[src/rtl/rdsgd_pkg.sv]
// ----------------------------------------------------------------------------
// rdsgd_pkg
// shared types, codes and sizes for the rds group dispatcher
// ----------------------------------------------------------------------------
package rdsgd_pkg;

  // configuration port
  localparam int unsigned CFG_IDX_W  = 8;
  localparam int unsigned CFG_DATA_W = 8;
  localparam logic [CFG_IDX_W-1:0] CFG_B_LIMIT   = CFG_IDX_W'(0);
  localparam logic [CFG_IDX_W-1:0] CFG_BLK_LIMIT = CFG_IDX_W'(1);

  localparam logic [1:0] B_LIMIT_RESET   = 2'd1;
  localparam logic [1:0] BLK_LIMIT_RESET = 2'd2;

  // group type codes (block b bits 15..11)
  localparam logic [4:0] GT_0A = 5'd0;
  localparam logic [4:0] GT_0B = 5'd1;
  localparam logic [4:0] GT_2A = 5'd4;
  localparam logic [4:0] GT_2B = 5'd5;

  // update slots, in emission order
  localparam int unsigned NUM_SLOTS = 8;
  localparam int unsigned SLOT_W    = $clog2(NUM_SLOTS);
  localparam logic [SLOT_W-1:0] SLOT_PI_A = SLOT_W'(0);
  localparam logic [SLOT_W-1:0] SLOT_PI_C = SLOT_W'(1);
  localparam logic [SLOT_W-1:0] SLOT_PTY  = SLOT_W'(2);
  localparam logic [SLOT_W-1:0] SLOT_TP   = SLOT_W'(3);
  localparam logic [SLOT_W-1:0] SLOT_AF   = SLOT_W'(4);
  localparam logic [SLOT_W-1:0] SLOT_TA   = SLOT_W'(5);
  localparam logic [SLOT_W-1:0] SLOT_PS   = SLOT_W'(6);
  localparam logic [SLOT_W-1:0] SLOT_RT   = SLOT_W'(7);

  // decoupling queue
  localparam int unsigned QUEUE_DEPTH = 2;
  localparam int unsigned QPTR_W      = $clog2(QUEUE_DEPTH);
  localparam int unsigned QCNT_W      = $clog2(QUEUE_DEPTH + 1);

  typedef enum logic [2:0] {
    KIND_PI  = 3'd0,
    KIND_PTY = 3'd1,
    KIND_TP  = 3'd2,
    KIND_TA  = 3'd3,
    KIND_AF  = 3'd4,
    KIND_PS  = 3'd5,
    KIND_RT  = 3'd6
  } kind_e;

  typedef struct packed {
    logic [7:0]  fifo_count;
    logic [15:0] word_a;
    logic [15:0] word_b;
    logic [15:0] word_c;
    logic [15:0] word_d;
    logic [1:0]  err_a;
    logic [1:0]  err_b;
    logic [1:0]  err_c;
    logic [1:0]  err_d;
  } in_item_t;

  typedef struct packed {
    kind_e       kind;
    logic [3:0]  position;
    logic [15:0] data_word;
    logic [15:0] extra_word;
    logic [2:0]  char_count;
    logic        ab_flag;
    logic        last;
  } out_item_t;

  // error limits handed to the classifier
  typedef struct packed {
    logic [1:0] b_limit;
    logic [1:0] blk_limit;
  } limits_t;

  // classified group: which updates to emit and the words they draw on
  typedef struct packed {
    logic [NUM_SLOTS-1:0] mask;
    logic [15:0]          word_a;
    logic [15:0]          word_b;
    logic [15:0]          word_c;
    logic [15:0]          word_d;
  } group_desc_t;

endpackage

[src/rtl/rdsgd_front.sv]
// ----------------------------------------------------------------------------
// rdsgd_front
// accepts groups, screens them and builds the update mask
// ----------------------------------------------------------------------------
module rdsgd_front (
  input  logic                  clk_i,
  input  logic                  rst_ni,
  input  rdsgd_pkg::limits_t    limits_i,
  input  logic                  in_valid_i,
  output logic                  in_ready_o,
  input  rdsgd_pkg::in_item_t   in_item_i,
  output logic                  push_valid_o,
  input  logic                  push_ready_i,
  output rdsgd_pkg::group_desc_t push_desc_o
);

  logic                   valid_q, valid_d;
  rdsgd_pkg::group_desc_t desc_q;
  rdsgd_pkg::group_desc_t desc_new;
  logic                   keep;
  logic                   ok_a, ok_c, ok_d;
  logic [4:0]             gtype;
  logic                   in_fire;
  logic                   is_type0;

  assign in_ready_o = !valid_q || push_ready_i;
  assign in_fire    = in_valid_i && in_ready_o;

  always_comb begin
    gtype    = in_item_i.word_b[15:11];
    ok_a     = in_item_i.err_a <= limits_i.blk_limit;
    ok_c     = in_item_i.err_c <= limits_i.blk_limit;
    ok_d     = in_item_i.err_d <= limits_i.blk_limit;
    is_type0 = (gtype == rdsgd_pkg::GT_0A) || (gtype == rdsgd_pkg::GT_0B);
    keep     = (in_item_i.fifo_count != 8'd0) && (in_item_i.err_b <= limits_i.b_limit);

    desc_new        = '0;
    desc_new.word_a = in_item_i.word_a;
    desc_new.word_b = in_item_i.word_b;
    desc_new.word_c = in_item_i.word_c;
    desc_new.word_d = in_item_i.word_d;
    desc_new.mask[rdsgd_pkg::SLOT_PI_A] = ok_a;
    desc_new.mask[rdsgd_pkg::SLOT_PI_C] = gtype[0] && ok_c;
    desc_new.mask[rdsgd_pkg::SLOT_PTY]  = 1'b1;
    desc_new.mask[rdsgd_pkg::SLOT_TP]   = 1'b1;
    desc_new.mask[rdsgd_pkg::SLOT_AF]   = (gtype == rdsgd_pkg::GT_0A) && ok_c;
    desc_new.mask[rdsgd_pkg::SLOT_TA]   = is_type0;
    desc_new.mask[rdsgd_pkg::SLOT_PS]   = is_type0 && ok_d;
    desc_new.mask[rdsgd_pkg::SLOT_RT]   =
      ((gtype == rdsgd_pkg::GT_2A) && ok_c && ok_d) ||
      ((gtype == rdsgd_pkg::GT_2B) && ok_d);
  end

  // rejected groups are taken and dropped here
  always_comb begin
    valid_d = valid_q;
    if (in_fire) begin
      valid_d = keep;
    end else if (push_ready_i) begin
      valid_d = 1'b0;
    end
  end

  always_ff @(posedge clk_i or negedge rst_ni) begin
    if (!rst_ni) begin
      valid_q <= 1'b0;
    end else begin
      valid_q <= valid_d;
    end
  end

  always_ff @(posedge clk_i) begin
    if (in_fire) begin
      desc_q <= desc_new;
    end
  end

  assign push_valid_o = valid_q;
  assign push_desc_o  = desc_q;

endmodule

[src/rtl/rdsgd_queue.sv]
// ----------------------------------------------------------------------------
// rdsgd_queue
// short register queue of classified groups between front and back
// ----------------------------------------------------------------------------
module rdsgd_queue (
  input  logic                   clk_i,
  input  logic                   rst_ni,
  input  logic                   push_valid_i,
  output logic                   push_ready_o,
  input  rdsgd_pkg::group_desc_t push_desc_i,
  output logic                   pop_valid_o,
  input  logic                   pop_ready_i,
  output rdsgd_pkg::group_desc_t pop_desc_o
);

  rdsgd_pkg::group_desc_t          mem_q [rdsgd_pkg::QUEUE_DEPTH];
  logic [rdsgd_pkg::QPTR_W-1:0]    wr_ptr_q, rd_ptr_q;
  logic [rdsgd_pkg::QCNT_W-1:0]    count_q;
  logic                            push, pop;

  assign push_ready_o = count_q != rdsgd_pkg::QCNT_W'(rdsgd_pkg::QUEUE_DEPTH);
  assign pop_valid_o  = count_q != '0;
  assign push         = push_valid_i && push_ready_o;
  assign pop          = pop_valid_o && pop_ready_i;
  assign pop_desc_o   = mem_q[rd_ptr_q];

  function automatic logic [rdsgd_pkg::QPTR_W-1:0] next_ptr(
    input logic [rdsgd_pkg::QPTR_W-1:0] ptr
  );
    if (ptr == rdsgd_pkg::QPTR_W'(rdsgd_pkg::QUEUE_DEPTH - 1)) begin
      return '0;
    end
    return ptr + rdsgd_pkg::QPTR_W'(1);
  endfunction

  always_ff @(posedge clk_i or negedge rst_ni) begin
    if (!rst_ni) begin
      wr_ptr_q <= '0;
      rd_ptr_q <= '0;
      count_q  <= '0;
    end else begin
      if (push) begin
        wr_ptr_q <= next_ptr(wr_ptr_q);
      end
      if (pop) begin
        rd_ptr_q <= next_ptr(rd_ptr_q);
      end
      if (push && !pop) begin
        count_q <= count_q + rdsgd_pkg::QCNT_W'(1);
      end else if (pop && !push) begin
        count_q <= count_q - rdsgd_pkg::QCNT_W'(1);
      end
    end
  end

  always_ff @(posedge clk_i) begin
    if (push) begin
      mem_q[wr_ptr_q] <= push_desc_i;
    end
  end

  a_count_bound : assert property (@(posedge clk_i) disable iff (!rst_ni)
    count_q <= rdsgd_pkg::QCNT_W'(rdsgd_pkg::QUEUE_DEPTH))
    else $error("queue count beyond depth");

  a_ptr_match : assert property (@(posedge clk_i) disable iff (!rst_ni)
    (count_q == '0 || count_q == rdsgd_pkg::QCNT_W'(rdsgd_pkg::QUEUE_DEPTH))
      |-> (wr_ptr_q == rd_ptr_q))
    else $error("queue pointers disagree with count");

endmodule

[src/rtl/rdsgd_back.sv]
// ----------------------------------------------------------------------------
// rdsgd_back
// walks the update mask of one group and emits one item per cycle while the output is not stalled
// ----------------------------------------------------------------------------
module rdsgd_back (
  input  logic                   clk_i,
  input  logic                   rst_ni,
  input  logic                   pop_valid_i,
  output logic                   pop_ready_o,
  input  rdsgd_pkg::group_desc_t pop_desc_i,
  output logic                   out_valid_o,
  input  logic                   out_ready_i,
  output rdsgd_pkg::out_item_t   out_item_o
);

  logic                             cur_valid_q;
  logic [rdsgd_pkg::NUM_SLOTS-1:0]  cur_mask_q;
  rdsgd_pkg::group_desc_t           cur_desc_q;
  logic                             out_valid_q;
  rdsgd_pkg::out_item_t             out_q;

  logic [rdsgd_pkg::SLOT_W-1:0]     sel_idx;
  logic [rdsgd_pkg::NUM_SLOTS-1:0]  sel_onehot;
  logic [rdsgd_pkg::NUM_SLOTS-1:0]  rem_mask;
  logic                             sel_last;
  logic                             out_free;
  logic                             emit;
  logic                             pop;
  rdsgd_pkg::out_item_t             item;

  // lowest pending slot goes first
  always_comb begin
    sel_idx = '0;
    for (int i = rdsgd_pkg::NUM_SLOTS - 1; i >= 0; i--) begin
      if (cur_mask_q[i]) begin
        sel_idx = rdsgd_pkg::SLOT_W'(i);
      end
    end
  end

  assign sel_onehot = rdsgd_pkg::NUM_SLOTS'(1) << sel_idx;
  assign rem_mask   = cur_mask_q & ~sel_onehot;
  assign sel_last   = rem_mask == '0;
  assign out_free   = !out_valid_q || out_ready_i;
  assign emit       = cur_valid_q && out_free;
  assign pop        = pop_valid_i && (!cur_valid_q || (emit && sel_last));
  assign pop_ready_o = !cur_valid_q || (emit && sel_last);

  always_comb begin
    item      = '0;
    item.kind = rdsgd_pkg::KIND_PI;
    item.last = sel_last;
    case (sel_idx)
      rdsgd_pkg::SLOT_PI_A: begin
        item.kind      = rdsgd_pkg::KIND_PI;
        item.data_word = cur_desc_q.word_a;
      end
      rdsgd_pkg::SLOT_PI_C: begin
        item.kind      = rdsgd_pkg::KIND_PI;
        item.data_word = cur_desc_q.word_c;
      end
      rdsgd_pkg::SLOT_PTY: begin
        item.kind      = rdsgd_pkg::KIND_PTY;
        item.data_word = {11'd0, cur_desc_q.word_b[9:5]};
      end
      rdsgd_pkg::SLOT_TP: begin
        item.kind      = rdsgd_pkg::KIND_TP;
        item.data_word = {15'd0, cur_desc_q.word_b[10]};
      end
      rdsgd_pkg::SLOT_AF: begin
        item.kind      = rdsgd_pkg::KIND_AF;
        item.data_word = cur_desc_q.word_c;
      end
      rdsgd_pkg::SLOT_TA: begin
        item.kind      = rdsgd_pkg::KIND_TA;
        item.data_word = {15'd0, cur_desc_q.word_b[4]};
      end
      rdsgd_pkg::SLOT_PS: begin
        item.kind      = rdsgd_pkg::KIND_PS;
        item.position  = {1'b0, cur_desc_q.word_b[1:0], 1'b0};
        item.data_word = cur_desc_q.word_d;
      end
      rdsgd_pkg::SLOT_RT: begin
        item.kind     = rdsgd_pkg::KIND_RT;
        item.position = cur_desc_q.word_b[3:0];
        item.ab_flag  = cur_desc_q.word_b[4];
        // version bit picks 2B (two chars in d) over 2A (four chars in c, d)
        if (cur_desc_q.word_b[11]) begin
          item.data_word  = cur_desc_q.word_d;
          item.char_count = 3'd2;
        end else begin
          item.data_word  = cur_desc_q.word_c;
          item.extra_word = cur_desc_q.word_d;
          item.char_count = 3'd4;
        end
      end
      default: begin
        item.kind = rdsgd_pkg::KIND_PI;
      end
    endcase
  end

  always_ff @(posedge clk_i or negedge rst_ni) begin
    if (!rst_ni) begin
      cur_valid_q <= 1'b0;
      out_valid_q <= 1'b0;
    end else begin
      if (pop) begin
        cur_valid_q <= 1'b1;
      end else if (emit && sel_last) begin
        cur_valid_q <= 1'b0;
      end
      if (emit) begin
        out_valid_q <= 1'b1;
      end else if (out_ready_i) begin
        out_valid_q <= 1'b0;
      end
    end
  end

  always_ff @(posedge clk_i) begin
    if (pop) begin
      cur_mask_q <= pop_desc_i.mask;
      cur_desc_q <= pop_desc_i;
    end else if (emit) begin
      cur_mask_q <= rem_mask;
    end
    if (emit) begin
      out_q <= item;
    end
  end

  assign out_valid_o = out_valid_q;
  assign out_item_o  = out_q;

  a_mask_live : assert property (@(posedge clk_i) disable iff (!rst_ni)
    cur_valid_q |-> (cur_mask_q != '0))
    else $error("active group with no pending update");

  a_sel_onehot : assert property (@(posedge clk_i) disable iff (!rst_ni)
    emit |-> $onehot(cur_mask_q & sel_onehot))
    else $error("selected slot not pending");

  a_more_follow : assert property (@(posedge clk_i) disable iff (!rst_ni)
    (out_valid_q && !out_q.last) |-> cur_valid_q)
    else $error("non-final item shown but group already finished");

endmodule

[src/rtl/rds_group_dispatcher_top.sv]
// ----------------------------------------------------------------------------
// rds_group_dispatcher_top
// rds group screening and dispatch of pi, pty, tp, ta, af, ps and rt updates
// ----------------------------------------------------------------------------
//
//  channel | direction | handshake                  | payload
//  --------+-----------+----------------------------+--------------------------
//  in      | sink      | in_valid_i / in_ready_o    | in_item_i (one group)
//  out     | source    | out_valid_o / out_ready_i  | out_item_o (one update)
//  cfg     | sink      | cfg_valid_i / cfg_ready_o  | cfg_index_i, cfg_data_i
//
//  a group yields 2 to 6 items, one per cycle unless the output stalls,
//  from the back's single output register; dropped groups are taken by the
//  front and give no output; the first item passes through the front
//  register, the queue, the back's group register and its output register
//  a two-entry queue between front and back lets the input keep flowing
//  while the output is stalled; in_ready_o falls only when that queue and
//  the front register are both full
//  reset clears all valid state and loads the limits to 1 (block b) and 2
//  cfg writes are always accepted, unknown indexes are ignored
//
module rds_group_dispatcher_top (
  input  logic                                  clk_i,
  input  logic                                  rst_ni,
  input  logic                                  in_valid_i,
  output logic                                  in_ready_o,
  input  rdsgd_pkg::in_item_t                   in_item_i,
  output logic                                  out_valid_o,
  input  logic                                  out_ready_i,
  output rdsgd_pkg::out_item_t                  out_item_o,
  input  logic                                  cfg_valid_i,
  output logic                                  cfg_ready_o,
  input  logic [rdsgd_pkg::CFG_IDX_W-1:0]       cfg_index_i,
  input  logic [rdsgd_pkg::CFG_DATA_W-1:0]      cfg_data_i
);

  // error limit registers
  rdsgd_pkg::limits_t limits_q, limits_d;
  logic               cfg_fire;

  // front to queue
  logic                   f_push_valid;
  logic                   f_push_ready;
  rdsgd_pkg::group_desc_t f_push_desc;

  // queue to back
  logic                   q_pop_valid;
  logic                   q_pop_ready;
  rdsgd_pkg::group_desc_t q_pop_desc;

  assign cfg_ready_o = 1'b1;
  assign cfg_fire    = cfg_valid_i && cfg_ready_o;

  always_comb begin
    limits_d = limits_q;
    if (cfg_fire) begin
      if (cfg_index_i == rdsgd_pkg::CFG_B_LIMIT) begin
        limits_d.b_limit = cfg_data_i[1:0];
      end else if (cfg_index_i == rdsgd_pkg::CFG_BLK_LIMIT) begin
        limits_d.blk_limit = cfg_data_i[1:0];
      end
    end
  end

  always_ff @(posedge clk_i or negedge rst_ni) begin
    if (!rst_ni) begin
      limits_q.b_limit   <= rdsgd_pkg::B_LIMIT_RESET;
      limits_q.blk_limit <= rdsgd_pkg::BLK_LIMIT_RESET;
    end else begin
      limits_q <= limits_d;
    end
  end

  // front: take the group, reject it or build its update mask
  rdsgd_front u_front (
    .clk_i        (clk_i),
    .rst_ni       (rst_ni),
    .limits_i     (limits_q),
    .in_valid_i   (in_valid_i),
    .in_ready_o   (in_ready_o),
    .in_item_i    (in_item_i),
    .push_valid_o (f_push_valid),
    .push_ready_i (f_push_ready),
    .push_desc_o  (f_push_desc)
  );

  // decoupling queue of classified groups
  rdsgd_queue u_queue (
    .clk_i        (clk_i),
    .rst_ni       (rst_ni),
    .push_valid_i (f_push_valid),
    .push_ready_o (f_push_ready),
    .push_desc_i  (f_push_desc),
    .pop_valid_o  (q_pop_valid),
    .pop_ready_i  (q_pop_ready),
    .pop_desc_o   (q_pop_desc)
  );

  // back: one update item per cycle unless the output stalls, last flag on the final one
  rdsgd_back u_back (
    .clk_i       (clk_i),
    .rst_ni      (rst_ni),
    .pop_valid_i (q_pop_valid),
    .pop_ready_o (q_pop_ready),
    .pop_desc_i  (q_pop_desc),
    .out_valid_o (out_valid_o),
    .out_ready_i (out_ready_i),
    .out_item_o  (out_item_o)
  );

endmodule
[config.mk]
export PLATFORM = sky130hd
export DESIGN_NAME = rds_group_dispatcher_top
export DESIGN_NICKNAME = d
export VERILOG_FILES = /design/src/rtl/rdsgd_pkg.sv /design/src/rtl/rdsgd_front.sv /design/src/rtl/rdsgd_queue.sv /design/src/rtl/rdsgd_back.sv /design/src/rtl/rds_group_dispatcher_top.sv
export SDC_FILE = /design/constraint.sdc
export NUM_CORES = 1
export LEC_CHECK = 0
export ABC_CLOCK_PERIOD_IN_PS = 5600
export BUFFER_PORTS_ARGS = -buffer_cell sky130_fd_sc_hd__buf_2
export CORE_AREA = 2 2 230 232
export CTS_CLUSTER_DIAMETER = 150
export CTS_CLUSTER_SIZE = 16
export DETAILED_ROUTE_END_ITERATION = 6
export DIE_AREA = 0 0 232 234
export SYNTH_ARGS = -nofsm -noshare
export SYNTH_HDL_FRONTEND = slang
export SYNTH_HIERARCHICAL = 1
export SYNTH_SLANG_ARGS = --single-unit
[constraint.sdc]
create_clock -name clk_i -period 5.6 [get_ports clk_i]
set_input_delay 1.12 -clock clk_i [delete_from_list [all_inputs] [get_ports clk_i]]
set_output_delay 1.12 -clock clk_i [all_outputs]
set_load 0.1 [all_outputs]
==> impl_metrics.csv <==
group,metric,value,unit
worst_setup_path,end_kind,"flop",
placed_design,pre_cts_slack,2.65,ns
drt,firstDrtPassIters,4,
clocking,numCtsBuffers,24,
power_and_ir_drop,power_leakage,5.20,nW
floorplan,dieArea,0.0543,mm2
grt,grt_first_pass_wirelength,34400,um
floorplan,initial_core_util,0.238,
clocking,insertion_delay,0.53,ns
floorplan,placementRows,84,
clocking,clk_pin_slew_worst_paths,0.07,ns
placed_design,placedCellCount,1434,
sta,relSlewSlack,0.233,
cells_and_area,nNetsFinal,882,
worst_setup_path,cp.arrival,3.09,ns
cells_and_area,drive_gt1_frac,0.343,
placed_design,port_buffers,139,
run_status,status,"completed",
grt,antenna_found_initial,1,
min_path,min_path_cells,0,
worst_setup_path,ff2ff_path_depth,5,
drt,met2WireLength,11700,um
grt,grt_pass1_vias,5733,
cells_and_area,instances_no_fill,1468,
drt,vias,5616,
worst_setup_path,path_max_fanout,68,
worst_setup_path,crit_required,5.75,ns
sta,hold_slack,0.427,ns
drt,ant_nets,0,
grt,grt_max_degree,69,
grt,grt-ovfl-total,0,
drt,drt_wl_total,23400,um
power_and_ir_drop,p_per_area,438,mW/mm2
sta,tightest_slew,1.15,ns
drt,via_per_inst,3.83,
drt,avgRoutedWirePerCell,15.9,um
clocking,cts_resized,0,
flow_run,maxCapViolCount,0,
sta,period_share,0.524,
drt,wl_met3,998,um
synthesis,syn_area,0.0124,mm2
drt,dr.max_layer_used,"met5",
synthesis,ys_warn_count,6,
min_path,min_path_type,"reg2reg",
floorplan,die_x,232,um
placed_design,dp_hpwl,15500,um
clocking,root_buffer,"clkbuf_16",
placed_design,gp_congestion,0.733,
worst_setup_path,startpoint_type,"flop",
synthesis,syn_area_per_cell,19.8,um2
clocking,cts.sinks,324,
sta,period_minus_slack,2.94,ns
sta,finalClockSkew,0.0222,ns
sta,fmax,340,MHz
sta,rsz0062_at_grt,"no",
floorplan,die_h,234,um
sta,hold_violations,0,
min_path,min_from,"u_front/push_desc_o[49]",
grt,grtUsageTotal,0.0834,
clocking,post_cts_buffers,0,
sta,setup_violations,0,
sta,timing.setup.tns,0,ns
worst_setup_path,worstSetupPathType,"reg2reg",
sta,slew_viol_final,0,
min_path,min_to,"u_queue/mem_q[0][49]",
floorplan,pin_count,148,
worst_setup_path,r2r_slack,2.66,ns
synthesis,synthCells,625,
clocking,cts_hold_buf,0,
clocking,cts_max_path_buffers,3,
worst_setup_path,r2r_start,"u_back/cur_mask_q[2]",
drt,drc,0,
floorplan,design.core.area,0.0520,mm2
drt,drtIter0Drc,377,
power_and_ir_drop,irDropWorstVdd,218,uV
clocking,cts_tree,"yes",
power_and_ir_drop,power,0.00630,W
sta,fin_ws,2.66,ns
clocking,htreeDepth,1,
worst_setup_path,r2r-end,"u_back/cur_desc_q[41]",
drt,wl_met1,10300,um
cells_and_area,area_delta_synth_final,16.3,%
-- worst max-delay path: stages, from the launching register on --
cell	delay, ns
edfxtp_1	0.68
or4_4	0.54
o41ai_4	0.29
nand4_2	0.16
o21ai_4	0.13
buf_4	0.69
-- area by class of cell --
type                            count  area, um2
Multi-Input combinational cell    251       2370
Fill cell                        5195      37600
Tap cell                          688        861
Antenna cell                        1       2.50
Clock buffer                       31        627
Timing Repair Buffer              144        733
Sequential cell                   324       9680
Clock inverter                      2       32.5
Inverter                           27        101
-- power by group --
group | leakage [nW] | switching [W] | internal, W | total [W]
Clock | 0.318 | 0.000777 | 0.000786 | 0.00156
Combinational | 1.81 | 0.000878 | 0.000526 | 0.00140
Sequential | 3.08 | 0.000197 | 0.00314 | 0.00334
Total | 5.20 | 0.00185 | 0.00445 | 0.00630
-- metal layers --
metal	GRT usage	vias to the layer above
li1	-	2700
met1	0.108	2779
met2	0.144	107
met3	0.0141	28
met4	0.0230	2
met5	0	-
-- sequential cells by signal (all words and copies together), names as in the netlist --
| name | count |
|---|---|
| limits_q | 4 |
| u_back/cur_mask_q | 8 |
| u_back/out_item_o | 43 |
| u_queue/wr_ptr_q | 1 |
| u_back/cur_valid_q | 1 |
| u_front/push_valid_o | 1 |
| u_back/out_valid_o | 1 |
| u_back/cur_desc_q | 60 |
| u_queue/rd_ptr_q | 1 |
| u_queue/mem_q | 136 |
| u_queue/count_q | 2 |
| u_front/push_desc_o | 66 |
-- layout by cell type, fill, tap and decap left out, types with 3 or more instances in the layout --
cell type / count
edfxtp_1: 313
buf_2: 139
mux2_4: 65
inv_1: 27
clkbuf_16: 24
and2_1: 22
nand2_1: 21
nor2_1: 13
a222oi_1: 11
ha_1: 9
dfrtp_1: 8
mux2_2: 7
clkbuf_1: 7
nor2b_1: 7
nand2b_1: 7
o21ai_0: 6
a21oi_1: 5
a32oi_1: 5
buf_4: 5
nand3_1: 4
conb_1: 4
a31oi_1: 4
o21ai_1: 4
a32o_1: 4
and3b_1: 3
or4_4: 3
xnor2_1: 3
-- metrics by stage --
step	utilization	instance area, um2
finish	0.277	14400
global route	0.277	14400
CTS	0.277	14400
detailed placement	0.264	13700
global placement	0.264	13700
floorplan	-	12400
-- how the worst max path moves through the flow --
stage	startpoint	endpoint	slack (ns)	cells past startpoint
6_report	u_back/cur_mask_q[2]	u_back/cur_desc_q[41]	2.66	5
5_1_grt	u_back/cur_mask_q[2]	u_back/cur_desc_q[40]	2.47	5
4_1_cts	u_back/cur_mask_q[2]	u_back/cur_desc_q[41]	2.62	5
3_5_place_dp	u_back/cur_mask_q[2]	u_back/cur_desc_q[29]	2.65	5
3_3_place_gp	u_back/cur_mask_q[2]	u_back/cur_desc_q[24]	2.69	5
2_1_floorplan	u_queue/count_q[0]	u_queue/mem_q[0][0]	1.65	3
No activity file was read; power rests on OpenSTA's default activity.
